## src/sv/pkd_pkg.sv

```systemverilog
`default_nettype none
// ----------------------------------------------------------------------------
// pkd_pkg
// Widths and field constants shared by the packed integer decoder and its
// port checker.
// ----------------------------------------------------------------------------
package pkd_pkg;

	localparam int unsigned BYTE_W = 8;
	localparam int unsigned MAG_W  = 35;
	localparam int unsigned VAL_W  = MAG_W + 1;
	localparam int unsigned LEN_W  = 3;
	localparam int unsigned POS_W  = 3;

	// Byte position within a code
	localparam logic [POS_W-1:0] POS_FIRST  = 3'd0;
	localparam logic [POS_W-1:0] POS_SECOND = 3'd1;
	localparam logic [POS_W-1:0] POS_THIRD  = 3'd2;
	localparam logic [POS_W-1:0] POS_FOURTH = 3'd3;
	localparam logic [POS_W-1:0] POS_LAST   = 3'd4;

	// Code lengths
	localparam logic [LEN_W-1:0] LEN_MIN = 3'd1;
	localparam logic [LEN_W-1:0] LEN_MAX = 3'd5;

	// Magnitude bit offsets of bytes two to five
	localparam int unsigned OFS_SECOND = 6;
	localparam int unsigned OFS_THIRD  = 13;
	localparam int unsigned OFS_FOURTH = 20;
	localparam int unsigned OFS_LAST   = 27;

	// Largest magnitude a one-byte code can carry
	localparam int signed ONE_BYTE_MAX = 63;

	function automatic logic signed [VAL_W-1:0] apply_sign(
		input logic             neg,
		input logic [MAG_W-1:0] mag
	);
		logic signed [VAL_W-1:0] ext;
		ext = $signed({1'b0, mag});
		return neg ? -ext : ext;
	endfunction

endpackage
`default_nettype wire

```

## src/sv/packed_int_decoder.sv

```systemverilog
`default_nettype none
// ----------------------------------------------------------------------------
// packed_int_decoder
// Sign-magnitude variable-length integer decoder, one stream byte per
// transaction, one decoded integer per finished code.
// ----------------------------------------------------------------------------
// The decoder takes one byte per cycle, back to back, whatever the code lengths,
// while no result waits untaken. Each accepted byte is merged into
// the magnitude accumulator by a single shift-and-OR; the byte that closes a
// code loads the result register directly, so a result appears on the output
// the cycle after its last byte is accepted. The first byte holds the sign
// (bit 7), a continue flag (bit 6) and magnitude bits 5..0; bytes two to four
// add 7 magnitude bits each at offsets 6, 13 and 20 with bit 7 as continue
// flag; a fifth byte adds 8 bits at offset 27 and always closes the code.
// The result is the 36-bit two's complement value and the code length 1..5;
// negative zero comes out as 0. The single result register is the only
// buffer: the input stalls only while a result waits and result_ready is low.
// ----------------------------------------------------------------------------
module packed_int_decoder (
	input  wire                                  clk,
	input  wire                                  arst_n,
	input  wire                                  code_valid,
	output logic                                 code_ready,
	input  wire  [pkd_pkg::BYTE_W-1:0]           code_byte,
	output logic                                 result_valid,
	input  wire                                  result_ready,
	output logic signed [pkd_pkg::VAL_W-1:0]     decoded_value,
	output logic [pkd_pkg::LEN_W-1:0]            code_length
);
	import pkd_pkg::*;

	// Decode state
	logic [MAG_W-1:0] mag_acc_q;
	logic             neg_q;
	logic [POS_W-1:0] pos_q;

	// Result register
	logic                    res_valid_q;
	logic signed [VAL_W-1:0] res_value_q;
	logic [LEN_W-1:0]        res_len_q;

	logic             accept;
	logic             is_first;
	logic             code_done;
	logic [MAG_W-1:0] mag_add;
	logic [MAG_W-1:0] mag_nxt;
	logic             neg_nxt;
	logic [POS_W-1:0] pos_inc;
	logic [LEN_W-1:0] len_nxt;

	// Take a byte whenever the result slot is free or drains this cycle
	assign code_ready = !res_valid_q || result_ready;
	assign accept     = code_valid && code_ready;

	// Treat any out-of-range position as the start of a new code
	assign is_first = (pos_q == POS_FIRST) || (pos_q > POS_LAST);
	assign pos_inc  = pos_q + POS_W'(1);

	// Place the payload bits of the current byte
	always_comb begin
		unique case (pos_q)
			POS_SECOND: mag_add = MAG_W'(code_byte[6:0]) << OFS_SECOND;
			POS_THIRD:  mag_add = MAG_W'(code_byte[6:0]) << OFS_THIRD;
			POS_FOURTH: mag_add = MAG_W'(code_byte[6:0]) << OFS_FOURTH;
			POS_LAST:   mag_add = MAG_W'(code_byte) << OFS_LAST;
			default:    mag_add = MAG_W'(code_byte[5:0]);
		endcase
	end

	always_comb begin
		if (is_first) begin
			mag_nxt   = mag_add;
			neg_nxt   = code_byte[7];
			code_done = !code_byte[6];
			len_nxt   = LEN_MIN;
		end else begin
			mag_nxt   = mag_acc_q | mag_add;
			neg_nxt   = neg_q;
			code_done = (pos_q == POS_LAST) || !code_byte[7];
			len_nxt   = LEN_W'(pos_inc);
		end
	end

	// Advance the decode state; clear it when a code closes
	always_ff @(posedge clk or negedge arst_n) begin
		if (!arst_n) begin
			mag_acc_q <= '0;
			neg_q     <= 1'b0;
			pos_q     <= POS_FIRST;
		end else if (accept) begin
			if (code_done) begin
				mag_acc_q <= '0;
				neg_q     <= 1'b0;
				pos_q     <= POS_FIRST;
			end else begin
				mag_acc_q <= mag_nxt;
				neg_q     <= neg_nxt;
				pos_q     <= is_first ? POS_SECOND : pos_inc;
			end
		end
	end

	// Hold the result until taken; load a new one when a code closes
	always_ff @(posedge clk or negedge arst_n) begin
		if (!arst_n) begin
			res_valid_q <= 1'b0;
		end else if (accept && code_done) begin
			res_valid_q <= 1'b1;
		end else if (result_ready) begin
			res_valid_q <= 1'b0;
		end
	end

	always_ff @(posedge clk) begin
		if (accept && code_done) begin
			res_value_q <= apply_sign(neg_nxt, mag_nxt);
			res_len_q   <= len_nxt;
		end
	end

	assign result_valid  = res_valid_q;
	assign decoded_value = res_value_q;
	assign code_length   = res_len_q;

endmodule
`default_nettype wire

```

## config.mk

```make
export PLATFORM = sky130hd
export DESIGN_NAME = packed_int_decoder
export DESIGN_NICKNAME = d
export VERILOG_FILES = /design/src/sv/pkd_pkg.sv /design/src/sv/packed_int_decoder.sv
export SDC_FILE = /design/constraint.sdc
export NUM_CORES = 1
export LEC_CHECK = 0
export BUFFER_PORTS_ARGS = -buffer_cell sky130_fd_sc_hd__buf_2
export CAP_MARGIN = 10
export CORE_UTILIZATION = 46
export DETAILED_ROUTE_END_ITERATION = 8
export PLACE_DENSITY = 0.68
export SYNTH_ARGS = -nofsm -noshare
export SYNTH_HDL_FRONTEND = slang
export SYNTH_SLANG_ARGS = --single-unit
```

## constraint.sdc

```tcl
create_clock -name clk -period 3.78 [get_ports clk]
set_input_delay 0.567 -clock clk [delete_from_list [all_inputs] [get_ports clk]]
set_output_delay 0.567 -clock clk [all_outputs]
set_load 0.01 [all_outputs]
```

Yosys cells after proc, flatten, opt, wreduce, memory -nomap -nowiden
Index checks and enable logic that the tools add are counted.
{"block": "totals", "in_bits": 12, "ff_bits": 79, "wordCells": 36}
{"block": "classes", "n_mux": 11, "n_eq_ne": 4, "bitwise": 1, "magnitude_cmp": 1, "reduce_logical": 10, "n_addsub": 2}
{"op": "$pmux 35 s4", "n": 1}
{"op": "$mux 35", "n": 3}
{"op": "$neg 35->36", "n": 1}
{"op": "$or 35x35->35", "n": 1}
{"op": "$eq 3x2->1 const B", "n": 2}
{"op": "$mux 3", "n": 2}
{"op": "$mux 1", "n": 5}
{"op": "$add 3x1->3 const B", "n": 1}
{"op": "$eq 3x1->1 const B", "n": 1}
{"op": "$eq 3x3->1 const B", "n": 1}
{"op": "$gt 3x3->1 const B", "n": 1}
{"op": "$logic_not 1->1", "n": 3}
{"op": "$logic_not 3->1", "n": 1}
{"op": "$logic_or 1x1->1", "n": 3}
{"op": "$logic_and 1x1->1", "n": 2}
{"op": "$reduce_bool 2->1", "n": 1}

Depth between registers and ports, before layout
Gate-level depths: netlist of run 1.
{"block": "depth", "word_depth": 6, "ltp_mapped": 15, "ltp_nobuf": 13}

Least setup slack after synthesis of run 1
No wires, ideal clock.
{"block": "synth_path", "path_type": "flip-flop to flip-flop", "startpoint": "register pos_q[0]", "endpoint": "register res_len_q[0] (netlist: code_length[0]) (enable)", "arrival_ps": 3657, "t_required_ps": 3340, "stages_incl_launch_ff": 9, "setup_slack_ps": -317, "synth_period_minus_slack_ps": 4097, "cell_sequence": "dfrtp_1 -> inv_1 -> ha_1 -> ha_1 -> buf_4 -> buf_2 -> a21oi_1 -> clkbuf_1 -> nor2b_1"}
{"block": "synth_via", "elab_chain_cells": 4, "elab_cells_between_ends": 7}
{"element": "from (decl)", "line": "packed_int_decoder.sv:35", "source": "logic [POS_W-1:0] pos_q;"}
{"element": "from (signal assigned)", "line": "packed_int_decoder.sv:98", "source": "pos_q <= is_first ? POS_SECOND : pos_inc;"}
{"element": "$gt 3x3->1, or another cell as far along", "line": "packed_int_decoder.sv:56", "source": "assign is_first = (pos_q == POS_FIRST) || (pos_q > POS_LAST);"}
{"element": "$logic_or 1x1->1, on equally long branches", "line": "packed_int_decoder.sv:56, packed_int_decoder.sv:79"}
{"element": "$mux 1 (*)", "line": "packed_int_decoder.sv:71", "source": "if (is_first) begin"}
{"element": "$logic_and 1x1->1 (*)", "line": "packed_int_decoder.sv:115", "source": "if (accept && code_done) begin"}
{"element": "to (signal assigned)", "line": "packed_int_decoder.sv:117", "source": "res_len_q <= len_nxt;"}
{"element": "to (decl)", "line": "packed_int_decoder.sv:40", "source": "logic [LEN_W-1:0] res_len_q;"}
Every way passes the cells marked *; elsewhere a longest branch is shown, timed or not.
A chain may end at the register's enable or synchronous reset.

Worst setup path in the final report of run 1
{"block": "layout_path", "startpoint": "register pos_q[0]", "endpoint": "register res_value_q[28] (netlist: decoded_value[28]), data pin"}
{"block": "layout_via", "elab_chain_cells": 6, "elab_cells_between_ends": 13}
{"element": "$eq 3x3->1, or another cell as far along", "line": "packed_int_decoder.sv:61", "source": "unique case (pos_q)"}
{"element": "$pmux 35 s4", "line": "packed_int_decoder.sv:61"}
{"element": "$or 35x35->35", "line": "packed_int_decoder.sv:77", "source": "mag_nxt = mag_acc_q | mag_add;"}
{"element": "$mux 35", "line": "packed_int_decoder.sv:71"}
{"element": "$neg 35->36", "line": "pkd_pkg.sv:41", "source": "return neg ? -ext : ext;"}
{"element": "$mux 35 (*)", "line": "pkd_pkg.sv:41"}
{"element": "to (signal assigned)", "line": "packed_int_decoder.sv:116", "source": "res_value_q <= apply_sign(neg_nxt, mag_nxt);"}
{"element": "to (decl)", "line": "packed_int_decoder.sv:39", "source": "logic signed [VAL_W-1:0] res_value_q;"}
Marks and branches as above.

==> run metrics, run 1 <==
num ports 53; Synth area leaders edfxtp_1, dfrtp_1, a22oi_1, xnor2_1, o31ai_1; Yosys top cell by area edfxtp_1; pins over their slew limit 0; Power Dens Cells 802 nW/µm²; die footprint ~9600 µm²; DR vias/cell 6.14; placed cells between 500 and 600; Clock Skews between 9 and 10 ps; net switching power of the design about 1.6 mW; crit path time final around 3300 ps; Internal Pwr Total 2.24 mW; Yosys warning count 0; via count 3426; clk sink count 79; Reg power frac 0.354; leakage 1.85 nW; final hold viol count 0; synth-to-layout area growth 13.0%; clk root buf clkbuf_8; fillers 777; Die Y 97.9 µm; max_slew headroom 0.367; diode count 0; RSZ-0062 raised after global routing false; Worst Path Arrival 3430 ps; top-count cell post-synth nand2_1; Crit path required time 3890 ps; Worst-Margin Slew about 950 ps; total clock buffers created by CTS 9; Critical Path End Type flop; count of cell types in the netlist 55; Mapped Nets roughly 420; setup tns final 0 ps; Synth Cell Area about 4200 µm²; maximum vdd drop ~0.42 mV; CTS tree yes; via count of the first global-routing pass 3340; Syn Area/Cell around 11 µm²; overflow left after global routing 0; die width 97.9 µm; Iteration-0 DRC Markers 318; cts repair resizes 0; Core ar. around 9000 µm²; nets about 460; Max FO, Critical Path 14; cts hold-fix bufs 0; Final setup viols 0; Comb pwr share 0.485; Port-buffer cells 52; H-tree Lvls 3; Seq/Total Area, Yosys 0.513; failing checks design-rule violations; RePlAce Congestion about 0.9; top cell type's share of synthesized area 0.277; clock tree buffer depth 2; DR WL/cell about 19 µm; post-CTS setup buffer count 0; Clk pin slew, worst setup/hold paths roughly 90 ps; final worst-path cycle share 0.877; FF+latch count, synth a little under 80; WS Path Type reg2reg; fmax 302 MHz; Min-Delay Path Class in2async; Routed Antenna Nets 0; Initial Utilization 0.481; post-DP HPWL between 6 and 7 mm; FP Rows 34; DR pass1 iterations 7; power share of the clock group 0.161; ys async rst share 0.506; Worst-Skew Late Latency about 360 ps; global-route wire length before repair 17.4 mm; Layout Cells excl Fill between 500 and 600; switching part of the total 0.417; CP Launch Type flop; initial antenna violation count 0; Max-Cap Viols 0; gr usage total 0.232; Post-Syn Instances just over 400; leading cell types by count after synthesis nand2_1, dfrtp_1, edfxtp_1; number of synthesized flops with an enable pin 39; share of cells above drive strength 1 0.204; residual DRC count 4; largest net degree at the start of global routing 44; outcome complete, but fails checks; ys flop type dfrtp_1; final WL 10.5 mm
metrics by stage:
stage | cell area, µm² | total power, mW | setup WS, ps | hold slack [ps] | util
2_1_floorplan | 4240 | 2.70 | 356 | 271 | -
3_3_place_gp | 4590 | 3.18 | 673 | 457 | 0.522
3_5_place_dp | 4590 | 3.21 | 484 | 467 | 0.522
4_1_cts | 4780 | 3.83 | 469 | 381 | 0.543
5_1_grt | 4780 | 4.08 | 215 | 444 | 0.543
6_report | 4780 | 3.84 | 465 | 352 | 0.543
cells by family (layout without fill, tap and decap cells):
group                      Yosys count  in the layout  share of synthesized area
adders and majority gates            7              7                     0.0207
and+or+nand+nor                    111            111                      0.127
DFF                                 79             79                      0.513
AOI/OAI and AO/OA                  134            134                      0.229
buffers and inverters               37             84                     0.0372
muxes                                2              2                    0.00503
xor gates and xnor gates            33             33                     0.0683
power by group through the flow:
stage / combinational [mW] / sequential, mW / clock [mW]
after floorplan: 1.26 / 1.44 / 0
after global placement: 1.81 / 1.37 / 0
after detailed placement: 1.83 / 1.37 / 0
after CTS: 1.84 / 1.36 / 0.631
after global routing: 2.03 / 1.38 / 0.667
final: 1.86 / 1.36 / 0.619
flip-flops by register name, summed over array words and instances, names as in the netlist:
| register | cells |
|---|---|
| code_length | 3 |
| decoded_value | 36 |
| mag_acc_q | 35 |
| neg_q | 1 |
| pos_q | 3 |
| result_valid | 1 |
layout by cell type (no fill, tap or decap), types with 12 or more instances in the layout:
| master | synthesis | final |
|---|---|---|
| o21ai_0 | 17 | 17 |
| xnor2_1 | 26 | 26 |
| edfxtp_1 | 39 | 39 |
| dfrtp_1 | 40 | 40 |
| nand2_1 | 42 | 41 |
| nor2_1 | 27 | 27 |
| buf_2 | 2 | 52 |
| a31oi_1 | 12 | 12 |
| o31ai_1 | 25 | 25 |
| a22oi_1 | 31 | 31 |
routing by layer:
metal,track usage,share of wire
met5,0,0
met2,0.355,0.45
met3,0.0358,0.067
met4,0.112,0.028
met1,0.323,0.46
area by class of cell:
| type | count | area, µm² | share of cell area |
|---|---|---|---|
| sequential | 79 | 2170 | 0.454 |
| multi-input combinational | 287 | 1920 | 0.402 |
| timing repair buffer | 61 | 340 | 0.0711 |
| tap | 108 | 135 | 0.0283 |
| clock buffer | 10 | 128 | 0.0267 |
| clock inverter | 6 | 61.3 | 0.0128 |
| inverter | 7 | 26.3 | 0.00549 |
worst paths after layout:
kind / depth (start not counted) / startpoint / slack [ps] / to
max: 12 / pos_q[0] / 460 / decoded_value[28]
min: 1 / arst_n / 350 / neg_q
max reg2reg: 12 / pos_q[0] / 460 / decoded_value[28]
min reg2reg: 2 / mag_acc_q[29] / 490 / mag_acc_q[29]
max in group asynchronous: 1 / arst_n / 2840 / mag_acc_q[20]
min in group clk: 2 / code_valid / 480 / result_valid
critical path: stages, from the launching register on:
cell      delay, ps
dfrtp_1         430
inv_1            80
ha_1            200
ha_1            310
inv_2           120
a22oi_1         310
ha_1            220
inv_1            50
a311oi_2        310
nand2_1         190
nor4b_4         470
a41oi_1         220
xnor2_1         160
Power figures use the tool's default switching activity.
==> run 2, diff against run 1 <==
==> config.mk (replaced) <==
export PLATFORM = sky130hd
export DESIGN_NAME = packed_int_decoder
export DESIGN_NICKNAME = d
export VERILOG_FILES = /design/src/sv/pkd_pkg.sv /design/src/sv/packed_int_decoder.sv
export SDC_FILE = /design/constraint.sdc
export NUM_CORES = 1
export LEC_CHECK = 0
export BUFFER_PORTS_ARGS = -buffer_cell sky130_fd_sc_hd__clkbuf_2
export CAP_MARGIN = 10
export CORE_UTILIZATION = 52
export DETAILED_ROUTE_END_ITERATION = 8
export PLACE_DENSITY = 0.76
export SYNTH_ARGS = -nofsm -noshare
export SYNTH_HDL_FRONTEND = slang
export SYNTH_SLANG_ARGS = --single-unit
==> run metrics, run 2 (synthesis gave the netlist of run 1 again) <==
via count 3462 (+1.1%); clock tree buffer depth 2 (unchanged); Hold WS 379 ps (+27.6 ps); placed inst area 4590 µm² (about the same); max reg flops 36 (unchanged); diode count 0 (unchanged); CP Launch Type flop; Crit path required time 3900 ps (about the same); commonest non-fill, non-tap cell in the layout clkbuf_2; via count of the first global-routing pass 3237 (-3.1%); post-CTS setup buffer count 0 (unchanged); final total power 3.81 mW (-0.61%); residual DRC count 0 (-4); share of cells above drive strength 1 0.197 (-0.00711); gr usage total 0.250 (+0.0177); worst r2r src pos_q[0]; leakage 1.86 nW (+0.39%); DR vias/cell 6.26 (+2.0%); Post-Route Utilization 0.611 (+0.0682); Reg power frac 0.357 (+0.003); Core ar. 7810 µm² (-11%); cts repair resizes 0 (unchanged); Final Cell Area 4770 µm² (-0.21%); Routed Antenna Nets 0 (unchanged); RePlAce Congestion 0.910 (-0.56%); overflow left after global routing 0 (unchanged); H-tree Lvls 3 (unchanged); Worst Path Arrival 3460 ps (+30 ps); die width 92.2 µm (-5.8%); die footprint 8500 µm² (-11%); num ports 53 (unchanged); total clock buffers created by CTS 9 (unchanged); post-DP HPWL 6.84 mm (-1.9%); Comb pwr share 0.487 (+0.002); outcome complete, no violations; Port-buffer cells 52 (unchanged); fmax 299 MHz (-0.85%); power share of the clock group 0.156 (-0.005); Die Y 92.2 µm (-5.8%); Initial Utilization 0.542 (+0.0615); RSZ-0062 raised after global routing false; switching part of the total 0.412 (-0.00466); Worst-Skew Late Latency 360 ps (about the same); max_slew headroom 0.313 (-0.0538); final hold viol count 0 (unchanged); Internal Pwr Total 2.24 mW (+0.18%); final WL 10.1 mm (-3.4%); setup tns final 0 ps (unchanged); Worst-Margin Slew 1030 ps (+80.7 ps); pins over their slew limit 0 (unchanged); Critical Path End Type flop; net switching power of the design 1.57 mW (-1.7%); Final setup viols 0 (unchanged); crit-path most repeated cell ha_1; final worst-path cycle share 0.885 (+0.00749); crit-path max cell delay 460 ps (about the same); largest net degree at the start of global routing 41 (-6.8%); DR pass1 iterations 5 (-2); global-route wire length before repair 16.2 mm (-6.6%); Clock Skews 12.1 ps (+2.58 ps); synth-to-layout area growth 12.8%; nets 465 (+0.22%); WS Path Type reg2reg; Min-Delay Path Class in2async; worst path cell trace inv_1 > ha_1 > ha_1 > nor2_1 > and2_1 > a22oi_1 > ha_1 > inv_1 > a311oi_2 > nand2_1 > nor4b_4 > a41oi_1 > xnor2_1; initial antenna violation count 0 (unchanged); Max FO, Critical Path 9 (-5); Max-Cap Viols 0 (unchanged); Iteration-0 DRC Markers 357 (+12%); Clk pin slew, worst setup/hold paths 80 ps (about the same); maximum vdd drop 0.519 mV (+23%); FF-to-FF path depth 13 (+1); crit path time final 3340 ps (+28.3 ps); CTS tree yes; clk root buf clkbuf_8; reg2reg setup slack 440 ps (-30 ps); DR WL/cell 18.3 µm (-2.6%); worst r2r dst decoded_value[28]; commonest non-fill, non-tap cells in the layout clkbuf_2, nand2_1, dfrtp_1; cts hold-fix bufs 0 (unchanged); family with the most delay on the worst path simple AND/OR/NAND/NOR gates; Power Dens Cells 799 nW/µm² (-0.40%); clk sink count 79 (unchanged); slowest CP cell nor4b_4; Worst Path Buf+Inv 2 (-1); FP Rows 32 (-5.9%)
run 2: power by group through the flow:
stage / Combinational, mW / Clock [mW] / Sequential (mW)
finish: 1.86 / 0.596 / 1.36
CTS: 1.84 / 0.608 / 1.36
detailed placement: 1.83 / 0 / 1.38
global placement: 1.80 / 0 / 1.37
global route: 2.01 / 0.639 / 1.38
floorplan: 1.26 / 0 / 1.44
run 2: worst max path at each step:
stage                     startpoint           endpoint  slack [ps]  cells after the start
after global placement      pos_q[0]  decoded_value[28]         690                     12
after detailed placement    pos_q[0]  decoded_value[28]         500                     13
after global routing        pos_q[0]  decoded_value[30]         250                     13
final                       pos_q[0]  decoded_value[28]         440                     13
after CTS                   pos_q[0]  decoded_value[28]         460                     13
after floorplan             pos_q[0]  decoded_value[28]         360                     15
run 2: layout make-up:
cell class	count	area, µm²
sequential	79	2170
tap	102	128
clock buffer	11	131
multi-input combinational	287	1920
fill	657	3030
timing repair buffer	62	348
clock inverter	5	50.0
inverter	7	26.3
run 2: through the flow:
step / cells / setup WS, ps
6_report: 553 / 436
5_1_grt: 553 / 250
4_1_cts: 553 / 459
3_5_place_dp: 537 / 497
3_3_place_gp: 537 / 690
2_1_floorplan: 403 / 356
run 2: layer usage:
| layer | up-vias | global-route usage | wire length (µm) |
|---|---|---|---|
| met5 | - | 0 | 0 |
| met4 | 0 | 0.100 | 195 |
| met3 | 21 | 0.0547 | 742 |
| met2 | 174 | 0.384 | 4650 |
| met1 | 1661 | 0.343 | 4540 |
| li1 | 1606 | - | - |
